`src/hw/rtl/csl_pkg.sv`:
```
// Shared types, token codes and keyword table of the C source lexer.
package csl_pkg;

    localparam int KEYWORD_MAX_LEN_DEF = 8;
    localparam int LINE_BITS_DEF       = 16;
    localparam int COLUMN_BITS_DEF     = 12;
    localparam int TOK_MAX             = 4;
    localparam int QUEUE_DEPTH         = 4;
    localparam int KW_COUNT            = 17;

    localparam logic [5:0] K_ELLIPSIS  = 6'd32;
    localparam logic [5:0] K_DOT       = 6'd31;
    localparam logic [5:0] K_NUM       = 6'd33;
    localparam logic [5:0] K_STRING    = 6'd34;
    localparam logic [5:0] K_CHARACTER = 6'd35;
    localparam logic [5:0] K_IDENT     = 6'd36;
    localparam logic [5:0] K_KEYWORD0  = 6'd37;
    localparam logic [5:0] K_END       = 6'd54;
    localparam logic [5:0] K_ERROR     = 6'd55;

    localparam logic [1:0] E_NONE      = 2'd0;
    localparam logic [1:0] E_UNKNOWN   = 2'd1;
    localparam logic [1:0] E_OPEN_COM  = 2'd2;
    localparam logic [1:0] E_OPEN_LIT  = 2'd3;

    localparam logic [63:0] KW_WORD [KW_COUNT] = '{
        64'("return"), 64'("if"), 64'("else"), 64'("int"), 64'("char"),
        64'("while"), 64'("sizeof"), 64'("for"), 64'("struct"),
        64'("typedef"), 64'("goto"), 64'("switch"), 64'("case"),
        64'("default"), 64'("break"), 64'("enum"), 64'("continue")};
    localparam int KW_LEN [KW_COUNT] = '{6, 2, 4, 3, 4, 5, 6, 3, 6, 7, 4, 6, 4, 7, 5, 4, 8};

    typedef enum logic [3:0] {
        M_IDLE, M_OP, M_LCOM, M_BCOM, M_BSTAR, M_STR, M_CBODY, M_CESC,
        M_CCLOSE, M_NUM, M_IDENT
    } t_mode;

    typedef struct packed {
        logic [5:0]  kind;
        logic [15:0] line;
        logic [11:0] col;
        logic [15:0] len;
        logic [7:0]  lit;
        logic [1:0]  err;
    } t_tok;

    // tokens caused by one source byte
    typedef struct packed {
        logic [2:0]              cnt;
        t_tok [TOK_MAX-1:0]      toks;
    } t_rec;

endpackage

```
`src/hw/rtl/csl_front.sv`:
```
// Scanner: classifies each source byte and builds the record of tokens it completes.
module csl_front import csl_pkg::*; #(
    parameter int KEYWORD_MAX_LEN = KEYWORD_MAX_LEN_DEF,
    parameter int LINE_BITS       = LINE_BITS_DEF,
    parameter int COLUMN_BITS     = COLUMN_BITS_DEF
) (
    input  logic       i_clk,
    input  logic       i_rst_n,
    input  logic       i_valid,
    output logic       o_stall,
    input  logic [7:0] i_source_byte,
    input  logic       i_final_byte,
    input  logic       i_full,
    output logic       o_push,
    output t_rec       o_rec
);

    localparam int IW = $clog2(KEYWORD_MAX_LEN);
    localparam logic [LINE_BITS-1:0]   LMAX = {LINE_BITS{1'b1}};
    localparam logic [COLUMN_BITS-1:0] CMAX = {COLUMN_BITS{1'b1}};

    t_mode                  r_mode, n_mode;
    logic [7:0]             r_pend, n_pend;
    logic [15:0]            r_len, n_len;
    logic [LINE_BITS-1:0]   r_line, n_line, r_tsl, n_tsl;
    logic [COLUMN_BITS-1:0] r_col, n_col, r_tsc, n_tsc;
    logic [7:0]             r_esc, n_esc;
    logic [7:0]             r_kw [KEYWORD_MAX_LEN];
    logic [7:0]             n_kw [KEYWORD_MAX_LEN];
    logic                   kw_we;
    logic [IW-1:0]          kw_idx;
    t_rec                   rec;
    logic                   accept;

    function automatic t_tok mk_tok(input logic [5:0] kind, input logic [LINE_BITS-1:0] line,
                                    input logic [COLUMN_BITS-1:0] col, input logic [15:0] len,
                                    input logic [7:0] lit, input logic [1:0] err);
        t_tok        t;
        logic [31:0] l32;
        logic [31:0] c32;
        l32 = 32'(line);
        c32 = 32'(col);
        t.kind = kind;
        t.line = l32[15:0];
        t.col  = c32[11:0];
        t.len  = len;
        t.lit  = lit;
        t.err  = err;
        return t;
    endfunction

    function automatic logic [15:0] inc_len(input logic [15:0] v);
        return (v == 16'hFFFF) ? v : v + 16'd1;
    endfunction

    function automatic logic [COLUMN_BITS-1:0] inc_col(input logic [COLUMN_BITS-1:0] v);
        return (v == CMAX) ? v : v + COLUMN_BITS'(1);
    endfunction

    function automatic logic [8:0] held_kind(input logic [7:0] b);
        logic [8:0] r;
        case (b)
            "+":     r = {1'b1, 8'd0};
            "-":     r = {1'b1, 8'd3};
            "/":     r = {1'b1, 8'd8};
            "=":     r = {1'b1, 8'd9};
            "!":     r = {1'b1, 8'd11};
            ">":     r = {1'b1, 8'd13};
            "<":     r = {1'b1, 8'd15};
            "&":     r = {1'b1, 8'd17};
            "|":     r = {1'b1, 8'd19};
            ".":     r = {1'b1, 8'd31};
            default: r = 9'd0;
        endcase
        return r;
    endfunction

    function automatic logic [8:0] imm_kind(input logic [7:0] b);
        logic [8:0] r;
        case (b)
            "*":     r = {1'b1, 8'd7};
            "(":     r = {1'b1, 8'd21};
            ")":     r = {1'b1, 8'd22};
            "{":     r = {1'b1, 8'd23};
            "}":     r = {1'b1, 8'd24};
            "[":     r = {1'b1, 8'd25};
            "]":     r = {1'b1, 8'd26};
            ";":     r = {1'b1, 8'd27};
            ":":     r = {1'b1, 8'd28};
            ",":     r = {1'b1, 8'd29};
            "?":     r = {1'b1, 8'd30};
            default: r = 9'd0;
        endcase
        return r;
    endfunction

    function automatic logic [8:0] pair_kind(input logic [7:0] h, input logic [7:0] b);
        logic [8:0] r;
        r = 9'd0;
        if (h == "+" && b == "+") r = {1'b1, 8'd1};
        if (h == "+" && b == "=") r = {1'b1, 8'd2};
        if (h == "-" && b == "-") r = {1'b1, 8'd4};
        if (h == "-" && b == "=") r = {1'b1, 8'd5};
        if (h == "-" && b == ">") r = {1'b1, 8'd6};
        if (h == "=" && b == "=") r = {1'b1, 8'd10};
        if (h == "!" && b == "=") r = {1'b1, 8'd12};
        if (h == ">" && b == "=") r = {1'b1, 8'd14};
        if (h == "<" && b == "=") r = {1'b1, 8'd16};
        if (h == "&" && b == "&") r = {1'b1, 8'd18};
        if (h == "|" && b == "|") r = {1'b1, 8'd20};
        return r;
    endfunction

    function automatic logic is_digit(input logic [7:0] b);
        return b >= "0" && b <= "9";
    endfunction

    function automatic logic is_alpha(input logic [7:0] b);
        return (b >= "a" && b <= "z") || (b >= "A" && b <= "Z") || b == "_";
    endfunction

    // w holds the first eight identifier bytes, byte 0 in the low bits
    function automatic logic [5:0] classify(input logic [63:0] w, input logic [15:0] n);
        logic [63:0] pw [1:8];
        logic [5:0]  k;
        logic        found;
        k = K_IDENT;
        found = 1'b0;
        for (int l = 1; l <= 8; l++) begin
            pw[l] = 64'd0;
            for (int j = 0; j < l; j++) begin
                pw[l][8*(l-1-j) +: 8] = w[8*j +: 8];
            end
        end
        for (int i = 0; i < KW_COUNT; i++) begin
            if (!found && n == 16'(KW_LEN[i]) && pw[KW_LEN[i]] == KW_WORD[i]) begin
                found = 1'b1;
                k = K_KEYWORD0 + 6'(i);
            end
        end
        if (n > 16'(KEYWORD_MAX_LEN)) k = K_IDENT;
        return k;
    endfunction

    always_comb begin
        logic [7:0]             b;
        logic [COLUMN_BITS-1:0] col;
        logic                   do_idle;
        logic                   do_flush;
        logic [8:0]             hk;
        logic [8:0]             pk;
        logic [63:0]            wv;
        n_mode = r_mode;
        n_pend = r_pend;
        n_len  = r_len;
        n_tsl  = r_tsl;
        n_tsc  = r_tsc;
        n_esc  = r_esc;
        n_kw   = r_kw;
        kw_we  = 1'b0;
        kw_idx = '0;
        rec    = '0;
        b      = i_source_byte;
        col    = inc_col(r_col);
        do_idle  = 1'b0;
        do_flush = 1'b0;
        hk = 9'd0;
        pk = 9'd0;
        wv = 64'd0;
        for (int j = 0; j < 8; j++) wv[8*j +: 8] = r_kw[j];

        case (r_mode)
            M_OP: begin
                pk = pair_kind(r_pend, b);
                if (r_len >= 16'd2) begin
                    if (b == ".") begin
                        n_len = inc_len(r_len);
                        rec.toks[rec.cnt[1:0]] = mk_tok(K_ELLIPSIS, r_tsl, r_tsc, n_len,
                                                        8'd0, E_NONE);
                        rec.cnt = rec.cnt + 3'd1;
                        n_mode = M_IDLE;
                    end else begin
                        do_flush = 1'b1;
                        do_idle  = 1'b1;
                    end
                end else if (r_pend == "/" && b == "/") begin
                    n_mode = M_LCOM;
                end else if (r_pend == "/" && b == "*") begin
                    n_len  = inc_len(r_len);
                    n_mode = M_BCOM;
                end else if (r_pend == "." && b == ".") begin
                    n_len = inc_len(r_len);
                end else if (pk[8]) begin
                    n_len = inc_len(r_len);
                    rec.toks[rec.cnt[1:0]] = mk_tok(pk[5:0], r_tsl, r_tsc, n_len,
                                                    8'd0, E_NONE);
                    rec.cnt = rec.cnt + 3'd1;
                    n_mode = M_IDLE;
                end else begin
                    do_flush = 1'b1;
                    do_idle  = 1'b1;
                end
            end
            M_LCOM: begin
                if (b == 8'h0A) n_mode = M_IDLE;
            end
            M_BCOM: begin
                n_len = inc_len(r_len);
                if (b == "*") n_mode = M_BSTAR;
            end
            M_BSTAR: begin
                n_len = inc_len(r_len);
                if (b == "/") n_mode = M_IDLE;
                else if (b != "*") n_mode = M_BCOM;
            end
            M_STR: begin
                n_len = inc_len(r_len);
                if (b == "\"") begin
                    rec.toks[rec.cnt[1:0]] = mk_tok(K_STRING, r_tsl, r_tsc, n_len,
                                                    8'd0, E_NONE);
                    rec.cnt = rec.cnt + 3'd1;
                    n_mode = M_IDLE;
                end
            end
            M_CBODY: begin
                n_len = inc_len(r_len);
                if (b == "\\") begin
                    n_mode = M_CESC;
                end else begin
                    n_esc  = b;
                    n_mode = M_CCLOSE;
                end
            end
            M_CESC: begin
                n_len  = inc_len(r_len);
                n_mode = M_CCLOSE;
                case (b)
                    "0":     n_esc = 8'd0;
                    "a":     n_esc = 8'd7;
                    "b":     n_esc = 8'd8;
                    "f":     n_esc = 8'd12;
                    "n":     n_esc = 8'd10;
                    "r":     n_esc = 8'd13;
                    "t":     n_esc = 8'd9;
                    "\\":    n_esc = 8'd92;
                    "'":     n_esc = 8'd39;
                    "\"":    n_esc = 8'd34;
                    default: begin
                        // unknown escape closes the literal itself
                        n_esc  = 8'd92;
                        n_mode = M_IDLE;
                        rec.toks[rec.cnt[1:0]] = mk_tok(K_CHARACTER, r_tsl, r_tsc, n_len,
                                                        8'd92, E_NONE);
                        rec.cnt = rec.cnt + 3'd1;
                    end
                endcase
            end
            M_CCLOSE: begin
                n_len = inc_len(r_len);
                rec.toks[rec.cnt[1:0]] = mk_tok(K_CHARACTER, r_tsl, r_tsc, n_len,
                                                r_esc, E_NONE);
                rec.cnt = rec.cnt + 3'd1;
                n_mode = M_IDLE;
            end
            M_NUM: begin
                if (is_digit(b)) begin
                    n_len = inc_len(r_len);
                end else begin
                    rec.toks[rec.cnt[1:0]] = mk_tok(K_NUM, r_tsl, r_tsc, r_len,
                                                    8'd0, E_NONE);
                    rec.cnt = rec.cnt + 3'd1;
                    do_idle = 1'b1;
                end
            end
            M_IDENT: begin
                if (is_alpha(b) || is_digit(b)) begin
                    if (r_len < 16'(KEYWORD_MAX_LEN)) begin
                        kw_we  = 1'b1;
                        kw_idx = r_len[IW-1:0];
                        n_kw[r_len[IW-1:0]] = b;
                    end
                    n_len = inc_len(r_len);
                end else begin
                    rec.toks[rec.cnt[1:0]] = mk_tok(classify(wv, r_len), r_tsl, r_tsc, r_len,
                                                    8'd0, E_NONE);
                    rec.cnt = rec.cnt + 3'd1;
                    do_idle = 1'b1;
                end
            end
            default: begin
                do_idle = 1'b1;
            end
        endcase

        if (do_flush) begin
            if (n_len >= 16'd2) begin
                rec.toks[rec.cnt[1:0]] = mk_tok(K_DOT, n_tsl, n_tsc, 16'd1, 8'd0, E_NONE);
                rec.cnt = rec.cnt + 3'd1;
                rec.toks[rec.cnt[1:0]] = mk_tok(K_DOT, n_tsl, inc_col(n_tsc), 16'd1,
                                                8'd0, E_NONE);
                rec.cnt = rec.cnt + 3'd1;
            end else begin
                hk = held_kind(n_pend);
                rec.toks[rec.cnt[1:0]] = mk_tok(hk[8] ? hk[5:0] : K_ERROR, n_tsl, n_tsc,
                                                n_len, 8'd0, hk[8] ? E_NONE : E_UNKNOWN);
                rec.cnt = rec.cnt + 3'd1;
            end
            n_mode = M_IDLE;
        end

        if (do_idle) begin
            hk = held_kind(b);
            pk = imm_kind(b);
            n_mode = M_IDLE;
            if (b == " " || (b >= 8'd9 && b <= 8'd13)) begin
                n_mode = M_IDLE;
            end else if (pk[8]) begin
                rec.toks[rec.cnt[1:0]] = mk_tok(pk[5:0], r_line, col, 16'd1, 8'd0, E_NONE);
                rec.cnt = rec.cnt + 3'd1;
            end else if (hk[8] || b == "\"" || b == "'" || is_digit(b) || is_alpha(b)) begin
                n_tsl = r_line;
                n_tsc = col;
                n_len = 16'd1;
                if (hk[8]) begin
                    n_mode = M_OP;
                    n_pend = b;
                end else if (b == "\"") begin
                    n_mode = M_STR;
                end else if (b == "'") begin
                    n_mode = M_CBODY;
                    n_esc  = 8'd0;
                end else if (is_digit(b)) begin
                    n_mode = M_NUM;
                end else begin
                    n_mode = M_IDENT;
                    kw_we  = 1'b1;
                    kw_idx = '0;
                    n_kw[0] = b;
                end
            end else begin
                rec.toks[rec.cnt[1:0]] = mk_tok(K_ERROR, r_line, col, 16'd1, 8'd0, E_UNKNOWN);
                rec.cnt = rec.cnt + 3'd1;
            end
        end

        if (b == 8'h0A) begin
            n_line = (r_line == LMAX) ? r_line : r_line + LINE_BITS'(1);
            n_col  = '0;
        end else begin
            n_line = r_line;
            n_col  = col;
        end

        if (i_final_byte) begin
            for (int j = 0; j < 8; j++) wv[8*j +: 8] = n_kw[j];
            case (n_mode)
                M_OP: begin
                    if (n_len >= 16'd2) begin
                        rec.toks[rec.cnt[1:0]] = mk_tok(K_DOT, n_tsl, n_tsc, 16'd1,
                                                        8'd0, E_NONE);
                        rec.cnt = rec.cnt + 3'd1;
                        rec.toks[rec.cnt[1:0]] = mk_tok(K_DOT, n_tsl, inc_col(n_tsc), 16'd1,
                                                        8'd0, E_NONE);
                        rec.cnt = rec.cnt + 3'd1;
                    end else begin
                        hk = held_kind(n_pend);
                        rec.toks[rec.cnt[1:0]] = mk_tok(hk[8] ? hk[5:0] : K_ERROR, n_tsl,
                                                        n_tsc, n_len, 8'd0,
                                                        hk[8] ? E_NONE : E_UNKNOWN);
                        rec.cnt = rec.cnt + 3'd1;
                    end
                end
                M_NUM: begin
                    rec.toks[rec.cnt[1:0]] = mk_tok(K_NUM, n_tsl, n_tsc, n_len, 8'd0, E_NONE);
                    rec.cnt = rec.cnt + 3'd1;
                end
                M_IDENT: begin
                    rec.toks[rec.cnt[1:0]] = mk_tok(classify(wv, n_len), n_tsl, n_tsc,
                                                    n_len, 8'd0, E_NONE);
                    rec.cnt = rec.cnt + 3'd1;
                end
                M_BCOM, M_BSTAR: begin
                    rec.toks[rec.cnt[1:0]] = mk_tok(K_ERROR, n_tsl, n_tsc, n_len, 8'd0,
                                                    E_OPEN_COM);
                    rec.cnt = rec.cnt + 3'd1;
                end
                M_STR, M_CBODY, M_CESC, M_CCLOSE: begin
                    rec.toks[rec.cnt[1:0]] = mk_tok(K_ERROR, n_tsl, n_tsc, n_len, 8'd0,
                                                    E_OPEN_LIT);
                    rec.cnt = rec.cnt + 3'd1;
                end
                default: begin
                end
            endcase
            rec.toks[rec.cnt[1:0]] = mk_tok(K_END, n_line, inc_col(n_col), 16'd0,
                                            8'd0, E_NONE);
            rec.cnt = rec.cnt + 3'd1;
            // start a new source
            n_mode = M_IDLE;
            n_pend = 8'd0;
            n_len  = 16'd0;
            n_line = LINE_BITS'(1);
            n_col  = '0;
            n_tsl  = LINE_BITS'(1);
            n_tsc  = '0;
            n_esc  = 8'd0;
        end
    end

    assign accept  = i_valid && !i_full;
    assign o_stall = i_full;
    assign o_push  = accept && (rec.cnt != 3'd0);
    assign o_rec   = rec;

    always_ff @(posedge i_clk) begin
        if (!i_rst_n) begin
            r_mode <= M_IDLE;
            r_pend <= 8'd0;
            r_len  <= 16'd0;
            r_line <= LINE_BITS'(1);
            r_col  <= '0;
            r_tsl  <= LINE_BITS'(1);
            r_tsc  <= '0;
            r_esc  <= 8'd0;
        end else if (accept) begin
            r_mode <= n_mode;
            r_pend <= n_pend;
            r_len  <= n_len;
            r_line <= n_line;
            r_col  <= n_col;
            r_tsl  <= n_tsl;
            r_tsc  <= n_tsc;
            r_esc  <= n_esc;
        end
    end

    always_ff @(posedge i_clk) begin
        if (accept && kw_we) begin
            r_kw[kw_idx] <= n_kw[kw_idx];
        end
    end

endmodule

```
`src/hw/rtl/csl_fifo.sv`:
```
// Short queue of token records between scanner and token emitter.
module csl_fifo import csl_pkg::*; (
    input  logic i_clk,
    input  logic i_rst_n,
    input  logic i_push,
    input  t_rec i_rec,
    input  logic i_pop,
    output t_rec o_head,
    output logic o_empty,
    output logic o_full
);

    localparam int AW = $clog2(QUEUE_DEPTH);

    t_rec          r_mem [QUEUE_DEPTH];
    logic [AW-1:0] r_wr, r_rd;
    logic [AW:0]   r_cnt;
    logic          do_pop;

    assign o_empty = (r_cnt == '0);
    assign o_full  = (r_cnt == (AW+1)'(QUEUE_DEPTH));
    assign o_head  = r_mem[r_rd];
    assign do_pop  = i_pop && !o_empty;

    always_ff @(posedge i_clk) begin
        if (!i_rst_n) begin
            r_wr  <= '0;
            r_rd  <= '0;
            r_cnt <= '0;
        end else begin
            if (i_push) r_wr <= r_wr + AW'(1);
            if (do_pop) r_rd <= r_rd + AW'(1);
            r_cnt <= r_cnt + (AW+1)'(i_push) - (AW+1)'(do_pop);
        end
    end

    always_ff @(posedge i_clk) begin
        if (i_push) r_mem[r_wr] <= i_rec;
    end

    a_no_overflow: assert property (@(posedge i_clk) disable iff (!i_rst_n)
        !(i_push && o_full))
        else $error("push into full queue");
    a_cnt_range: assert property (@(posedge i_clk) disable iff (!i_rst_n)
        r_cnt <= (AW+1)'(QUEUE_DEPTH))
        else $error("queue count out of range");
    a_drain: assert property (@(posedge i_clk) disable iff (!i_rst_n)
        (do_pop && !i_push && r_cnt == (AW+1)'(1)) |=> o_empty)
        else $error("queue not empty after last pop");

endmodule

```
`src/hw/rtl/csl_back.sv`:
```
// Token emitter: unpacks queued records into one output transaction per token.
module csl_back import csl_pkg::*; (
    input  logic        i_clk,
    input  logic        i_rst_n,
    input  t_rec        i_head,
    input  logic        i_empty,
    output logic        o_pop,
    output logic        o_valid,
    input  logic        i_stall,
    output logic [5:0]  o_token_kind,
    output logic [15:0] o_start_line,
    output logic [11:0] o_start_column,
    output logic [15:0] o_token_length,
    output logic [7:0]  o_literal_value,
    output logic [1:0]  o_error_code,
    output logic        o_run_last
);

    t_rec       r_rec;
    logic [1:0] r_idx;
    logic       r_valid;
    logic       last, load, take;
    t_tok       cur;

    assign cur     = r_rec.toks[r_idx];
    assign last    = ({1'b0, r_idx} + 3'd1) == r_rec.cnt;
    assign take    = r_valid && !i_stall;
    assign load    = !r_valid || (take && last);
    assign o_pop   = load && !i_empty;
    assign o_valid = r_valid;

    assign o_token_kind    = cur.kind;
    assign o_start_line    = cur.line;
    assign o_start_column  = cur.col;
    assign o_token_length  = cur.len;
    assign o_literal_value = cur.lit;
    assign o_error_code    = cur.err;
    assign o_run_last      = last;

    always_ff @(posedge i_clk) begin
        if (!i_rst_n) begin
            r_valid <= 1'b0;
            r_idx   <= 2'd0;
        end else if (load) begin
            r_valid <= !i_empty;
            r_idx   <= 2'd0;
        end else if (take) begin
            r_idx <= r_idx + 2'd1;
        end
    end

    always_ff @(posedge i_clk) begin
        if (load) r_rec <= i_head;
    end

    a_idx_in_rec: assert property (@(posedge i_clk) disable iff (!i_rst_n)
        r_valid |-> ({1'b0, r_idx} < r_rec.cnt))
        else $error("token index beyond record");
    a_hold_stalled: assert property (@(posedge i_clk) disable iff (!i_rst_n)
        (r_valid && i_stall) |=> (r_valid && $stable(r_idx)))
        else $error("stalled token moved");

endmodule

```
`src/hw/rtl/c_source_lexer.sv`:
```
// C source lexer top level: scanner, record queue and token emitter.
// Takes one source byte per cycle while the queue is not full and delivers tokens
// one per cycle while i_stall is low, each with run_last set on the last token that
// a byte caused. The scanner classifies a byte and queues the zero to four tokens it
// completes as one record; a byte that completes k tokens takes k output
// transactions, and the four-record queue lets the input run on while the output
// drains. Bytes that complete nothing (white space, comments, the inside of a token)
// emit no token. The end token follows the final byte; line 1 starts again after it.
module c_source_lexer import csl_pkg::*; #(
    parameter int KEYWORD_MAX_LEN = KEYWORD_MAX_LEN_DEF,
    parameter int LINE_BITS       = LINE_BITS_DEF,
    parameter int COLUMN_BITS     = COLUMN_BITS_DEF
) (
    input  logic        i_clk,
    input  logic        i_rst_n,
    input  logic        i_valid,
    output logic        o_stall,
    input  logic [7:0]  i_source_byte,
    input  logic        i_final_byte,
    output logic        o_valid,
    input  logic        i_stall,
    output logic [5:0]  o_token_kind,
    output logic [15:0] o_start_line,
    output logic [11:0] o_start_column,
    output logic [15:0] o_token_length,
    output logic [7:0]  o_literal_value,
    output logic [1:0]  o_error_code,
    output logic        o_run_last
);

    logic push, pop, empty, full;
    t_rec rec_in, head;

    csl_front #(
        .KEYWORD_MAX_LEN (KEYWORD_MAX_LEN),
        .LINE_BITS       (LINE_BITS),
        .COLUMN_BITS     (COLUMN_BITS)
    ) u_front (
        .i_clk         (i_clk),
        .i_rst_n       (i_rst_n),
        .i_valid       (i_valid),
        .o_stall       (o_stall),
        .i_source_byte (i_source_byte),
        .i_final_byte  (i_final_byte),
        .i_full        (full),
        .o_push        (push),
        .o_rec         (rec_in)
    );

    csl_fifo u_fifo (
        .i_clk   (i_clk),
        .i_rst_n (i_rst_n),
        .i_push  (push),
        .i_rec   (rec_in),
        .i_pop   (pop),
        .o_head  (head),
        .o_empty (empty),
        .o_full  (full)
    );

    csl_back u_back (
        .i_clk           (i_clk),
        .i_rst_n         (i_rst_n),
        .i_head          (head),
        .i_empty         (empty),
        .o_pop           (pop),
        .o_valid         (o_valid),
        .i_stall         (i_stall),
        .o_token_kind    (o_token_kind),
        .o_start_line    (o_start_line),
        .o_start_column  (o_start_column),
        .o_token_length  (o_token_length),
        .o_literal_value (o_literal_value),
        .o_error_code    (o_error_code),
        .o_run_last      (o_run_last)
    );

endmodule
```
`config.mk`:
```
export PLATFORM = sky130hd
export DESIGN_NAME = c_source_lexer
export DESIGN_NICKNAME = d
export VERILOG_FILES = /design/src/hw/rtl/csl_pkg.sv /design/src/hw/rtl/csl_front.sv /design/src/hw/rtl/csl_fifo.sv /design/src/hw/rtl/csl_back.sv /design/src/hw/rtl/c_source_lexer.sv
export SDC_FILE = /design/constraint.sdc
export NUM_CORES = 2
export LEC_CHECK = 0
export CAP_MARGIN = 20
export CORE_MARGIN = 3
export CORE_UTILIZATION = 40
export CTS_BUF_LIST = sky130_fd_sc_hd__clkbuf_8
export DETAILED_ROUTE_END_ITERATION = 8
export DONT_BUFFER_PORTS = 1
export HOLD_SLACK_MARGIN = 0.12
export PLACE_DENSITY = 0.61
export SLEW_MARGIN = 15
export SYNTH_ARGS = -nofsm -noshare
export SYNTH_HDL_FRONTEND = slang
export SYNTH_SLANG_ARGS = --single-unit
```
`constraint.sdc`:
```
create_clock -name i_clk -period 60.3 [get_ports i_clk]
set_clock_uncertainty 0.2 [all_clocks]
set_input_delay 9.045 -clock i_clk [delete_from_list [all_inputs] [get_ports i_clk]]
set_output_delay 9.045 -clock i_clk [all_outputs]
set_load 0.1 [all_outputs]
```
## After elaboration in Yosys (flattened, before gate mapping)

Memory sizes are Yosys's and may differ from the RTL's. A register that Yosys moved wholly into a read port is not among the register bits.
Cells that the tools add are included.

- Add/sub/neg operators: 18
- $lt $le $gt $ge: 31
- Equal/unequal tests: 130
- Muxes and demuxes: 349
- Bitwise operators: 3
- Reduce and logical (&&, ||, !) cells: 152

Operators with widths:

| operator | count |
|---|---|
| $bwmux W240 | 13 |
| $mux W243 | 9 |
| $pmux W243 S5 | 1 |
| $mux W60 | 17 |
| $demux W60 S2 | 6 |
| $eq A48 B47 Y1 const B | 8 |
| $pmux W60 S6 | 1 |
| $mux W16 | 22 |
| $eq A32 B31 Y1 const B | 10 |
| $eq A8 B6 Y1 const B | 38 |
| $pmux W9 S10 | 3 |
| $eq A56 B55 Y1 const B | 4 |
| $mux W8 | 27 |
| $mux W64 | 3 |
| $mux W9 | 19 |
| $eq A40 B39 Y1 const B | 4 |
| $mux W4 | 38 |
| $mux W12 | 11 |
| $bwmux W64 | 2 |
| $eq A16 B3 Y1 const B | 8 |
| $eq A64 B63 Y1 const B | 2 |
| $mux W1 | 128 |
| $bmux W60 S2 | 1 |
| $eq A8 B7 Y1 const B | 15 |
| 59 further kinds | 293 |

- Bits in registers: 166
- Memory bits (writable): 972
- Input bits: 13
- Output and inout bits: 63
- Word-level logic and storage cells: 705
- Memories kept: 1

Memories:

| memory | depth | bits a word | read ports | clocked after Yosys merged registers in | write ports | RTL line | text |
|---|---|---|---|---|---|---|---|
| u_fifo.r_mem | 4 | 243 | 1 | 1 | 1 | csl_fifo.sv:15 | `t_rec r_mem [QUEUE_DEPTH];` |

## Depth between registers and ports, before layout

- Depth after elaboration: 144
- Gate-level depth with buffers: 42
- Mapped depth without buffers: 34

## Cells and area by module

Synthesis repeated with hierarchy kept, for this count alone.

- Cell total of the unflattened synthesis: 4875
- Area total of the unflattened synthesis: 65849.4 sq um

Modules (own cells, without submodules):

| module | instances | cells an instance | area each (sq um) |
|---|---|---|---|
| csl_fifo | 1 | 1313 | 35511.6 |
| csl_front | 1 | 3225 | 21424.3 |
| csl_back | 1 | 337 | 8913.5 |

## Worst setup path after synthesis

No wires, ideal clock.

- Path kind: input -> register
- Start: input port i_stall
- End: register u_fifo.r_cnt[2]
- Setup time: 0.115 ns
- Arrival time: 27.099 ns
- Required time: 59.985 ns
- Slack: 32.886 ns
- Stages: 10
- Cells stage by stage: o21ai_0 o31a_1 ha_1 inv_1 ha_1 inv_1 fa_1 xnor2_1 xnor2_1 and2_1

- Word-level cells in the longest chain between the ends: 7

RTL lines:

| item | RTL line | text |
|---|---|---|
| start: declaration | c_source_lexer.sv:21 | `input logic i_stall,` |
| $logic_not A1 Y1 | csl_back.sv:27 | `assign take = r_valid && !i_stall;` |
| $logic_and A1 B1 Y1 | csl_back.sv:27 |  |
| $logic_and A1 B1 Y1 | csl_back.sv:28 | `assign load = !r_valid \|\| (take && last);` |
| $logic_or A1 B1 Y1 | csl_back.sv:28 |  |
| $logic_and A1 B1 Y1 | csl_back.sv:29 | `assign o_pop = load && !i_empty;` |
| $logic_and A1 B1 Y1 | csl_fifo.sv:23 | `assign do_pop = i_pop && !o_empty;` |
| named net u_fifo.do_pop | csl_fifo.sv:18 | `logic do_pop;` |
| $sub A3 B1 Y3 | csl_fifo.sv:33 | `r_cnt <= r_cnt + (AW+1)'(i_push) - (AW+1)'(do_pop);` |
| end signal: assignment | csl_fifo.sv:33 |  |
| end: declaration | csl_fifo.sv:17 | `logic [AW:0] r_cnt;` |

The timed path passes the listed nets, and every way through them passes these cells.
A chain may end at the register's enable or synchronous reset.

==> key figures <==
Status
  • Status: complete, no violations

Floorplan
  • Core area: 0.150 mm^2
  • Die area: 0.157 mm^2
  • Die Ht: 396 um
  • IO Count: 76
  • Rows: 142
  • Initial Utilization: 0.404
  • Die X: 396 um

Synth
  • Sequential fraction of the synthesis area: 0.606
  • Syn_nets: 4619
  • Commonest cells in the synthesized netlist: edfxtp_1 (1159), nand2_1 (386), nor2_1 (323)
  • Synthesis Warnings: 0
  • Largest area contributor in the netlist: edfxtp_1
  • Area contributors post-synth: edfxtp_1 (57%), mux4_2 (10%), dfxtp_1 (3.4%), nand2_1 (2.4%), nor2_1 (2.0%)
  • Synth Instances: 4576
  • Yosys reg bits: 1261
  • Distinct cells, synth: 113
  • Syn avg cell area: 13.3 um^2
  • Area share of the largest cell type after synthesis: 0.573
  • Synthesized area: 0.0608 mm^2
  • Most common cell in the netlist: edfxtp_1
  • Async SR Flop Fraction: 0
  • Post-synth EDFFs: 1159
  • Predominant post-synthesis flop cell: edfxtp_1

Layout
  • Area grow syn2layout: 10.0%
  • NumNets Final: 4604
  • Cell area after layout: 0.0669 mm^2
  • Final Non-Filler Cells: 6749
  • Fin util: 0.445
  • Share of layout cells above drive strength 1: 0.163

Pwr
  • Worst vdd ir: 0.0207 mV
  • P per Cell Area: 38.7 mW/mm^2
  • Final Power: 2.59 mW
  • Leakage: 21.3 nW

CTS
  • Setup bufs post-CTS: 0
  • Maximum clock path buffer count: 3
  • # clock sinks: 1261
  • Clk_lat worst skew: 920 ps
  • CTS tree: yes
  • CTS Hold Buffers Added: 0
  • Resize count post-CTS: 0
  • Clock transition at path regs: 60 ps
  • Num CTS Buffers: 199
  • Root Driver: clkbuf_8
  • H-tree levels: 4

Detailed routing
  • ANT nets after route: 0
  • WL per Instance: 29.1 um
  • DRC: 0
  • Initial DRC count: 5374
  • Vias/cell: 6.29
  • Total number of vias: 42459
  • Final WL: 196 mm
  • Detailed Routing Iterations Pass 1: 7

Timing
  • Achievable Freq: 0.0533 GHz
  • # setup viols final: 0
  • Crit path time final: 18750 ps
  • Max-slew headroom: 0.131
  • PnR worst setup slack: 41550 ps
  • Fin Hold WS: 318 ps
  • Fin crit share: 0.311
  • Actual transition at the worst max-transition pin: 1300 ps
  • Max Slew Vio Count: 0
  • Final Hold Fails: 0
  • Setup_tns: 0 ps
  • RSZ-0062 raised after global routing: no

Worst setup path
  • Reg2Reg Depth: 30
  • Crit-path slowest cell: buf_4
  • Crit path from: i_source_byte[4]
  • Reg2Reg Launch Point: u_front.r_len[0]
  • Crit Path Category: input pin to register
  • Crit path max-delay family: simple AND/OR/NAND/NOR gates
  • Worst setup SP type: input pin
  • Worst path max stage delay: 840 ps
  • Setup crit end kind: register
  • Buffers & Inverters on Critical Path: 6
  • CP Depth: 28
  • RR Endpoint: u_fifo.r_mem[1][11]
  • Slack of the worst reg-to-reg path: 48630 ps
  • Crit-path max FO: 60
  • CP endpoint: u_fifo.r_mem[1][11]
  • CP arrival: 19060 ps
  • Worst path required time: 60610 ps

Global routing
  • Vias in the first global route: 41135
  • Tot GR Track Use: 0.247
  • Initial antenna violation count: 10
  • Largest net degree at the start of global routing: 129
  • First-pass GRT wire length: 288 mm
  • Global route total overflow: 0

Placement
  • Detailed Place HPWL: 131 mm
  • Placed cells: 6370
  • Worst slack, placed: 40760 ps
  • DP Area: 0.0629 mm^2
  • RePlAce Congestion: 0.998
  • IO Port Bufs: 0

Worst hold path
  • Hold Crit Class: register to register

Run
  • Max_cap viols: 0
==> power by group <==
part / switching [mW] / internal, mW
registers: 0.0482 / 1.16
clock network: 0.343 / 0.350
logic: 0.490 / 0.193
==> flip-flops by register name, indices dropped and copies added (netlist names) <==
register        flops
u_fifo.r_mem      876
u_back.r_rec      219
u_front.r_kw       64
u_front.r_len      16
u_front.r_line     16
u_front.r_tsl      16
u_front.r_col      12
u_front.r_tsc      12
u_front.r_esc       8
u_front.r_pend      8
u_front.r_mode      4
u_fifo.r_cnt        3
u_back.r_idx        2
u_fifo.r_rd         2
u_fifo.r_wr         2
u_back.o_valid      1
==> per-layer routing <==
metal / GRT usage / vias to the layer above / part of all wire
li1: - / 18202 / -
met1: 0.356 / 21631 / 0.43
met2: 0.372 / 2198 / 0.45
met3: 0.0489 / 428 / 0.082
met4: 0.0879 / 0 / 0.035
met5: 0 / - / 0
==> worst register-to-register path: cells and delay by family, from the launching register on <==
kind            cells  cell delay (ps)
compound gates      8             2470
fa+ha+maj           4             1150
buf+inv             8             3980
flops               1              300
simple gates       10             3120
==> layout make-up <==
type / instances / area [um^2]
Sequential cell: 1261 / 36900
Clock buffer: 210 / 2890
Clock inverter: 158 / 985
Fill cell: 13572 / 83400
Antenna cell: 5 / 12.5
Tap cell: 2016 / 2520
Timing Repair Buffer: 116 / 901
Inverter: 49 / 184
Multi-Input combinational cell: 2934 / 22500
==> cell usage in the layout (no fill, tap or decap), types with 27 or more instances in the layout <==
master    instances
edfxtp_1       1159
nand2_1         386
nor2_1          318
mux4_2          271
clkbuf_8        210
a21oi_1         204
o21ai_0         180
a22oi_1         141
inv_1           119
nand3_1         118
buf_4           104
nor3_1          100
dfxtp_1          98
nor2b_1          88
and2_1           72
mux2i_1          64
a31oi_1          61
nand4_1          61
o22ai_1          51
nor4_1           50
and3_1           46
clkinv_1         45
a221oi_1         45
o31ai_1          35
nand2b_1         33
xnor2_1          31
ha_1             28
or3_1            27
a211oi_1         27
==> cell families (layout without fill, tap and decap cells) <==
| family | after synthesis | after routing | synth area share |
|---|---|---|---|
| AOI/OAI and AO/OA | 1023 | 1023 | 0.115 |
| xor gates and xnor gates | 56 | 56 | 0.00807 |
| adders and majority gates | 30 | 30 | 0.00630 |
| buffers and inverters | 381 | 533 | 0.0250 |
| DFF | 1261 | 1261 | 0.606 |
| muxes | 359 | 359 | 0.115 |
| other | 0 | 5 | 0 |
| and+or+nand+nor | 1466 | 1466 | 0.124 |
==> worst min path at each step <==
| stage | slack, ps | cells past startpoint | start | end |
|---|---|---|---|---|
| 2_1_floorplan | 260 | 2 | u_front.r_esc[2] | u_front.r_esc[2] |
| 4_1_cts | 310 | 2 | u_front.r_len[15] | u_front.r_len[15] |
| 3_5_place_dp | 300 | 2 | u_front.r_len[15] | u_front.r_len[15] |
| 5_1_grt | 350 | 2 | u_front.r_esc[2] | u_front.r_esc[2] |
| 6_report | 320 | 2 | u_front.r_len[15] | u_front.r_len[15] |
| 3_3_place_gp | 300 | 2 | u_front.r_len[15] | u_front.r_len[15] |
Power figures use the tool's default switching activity.
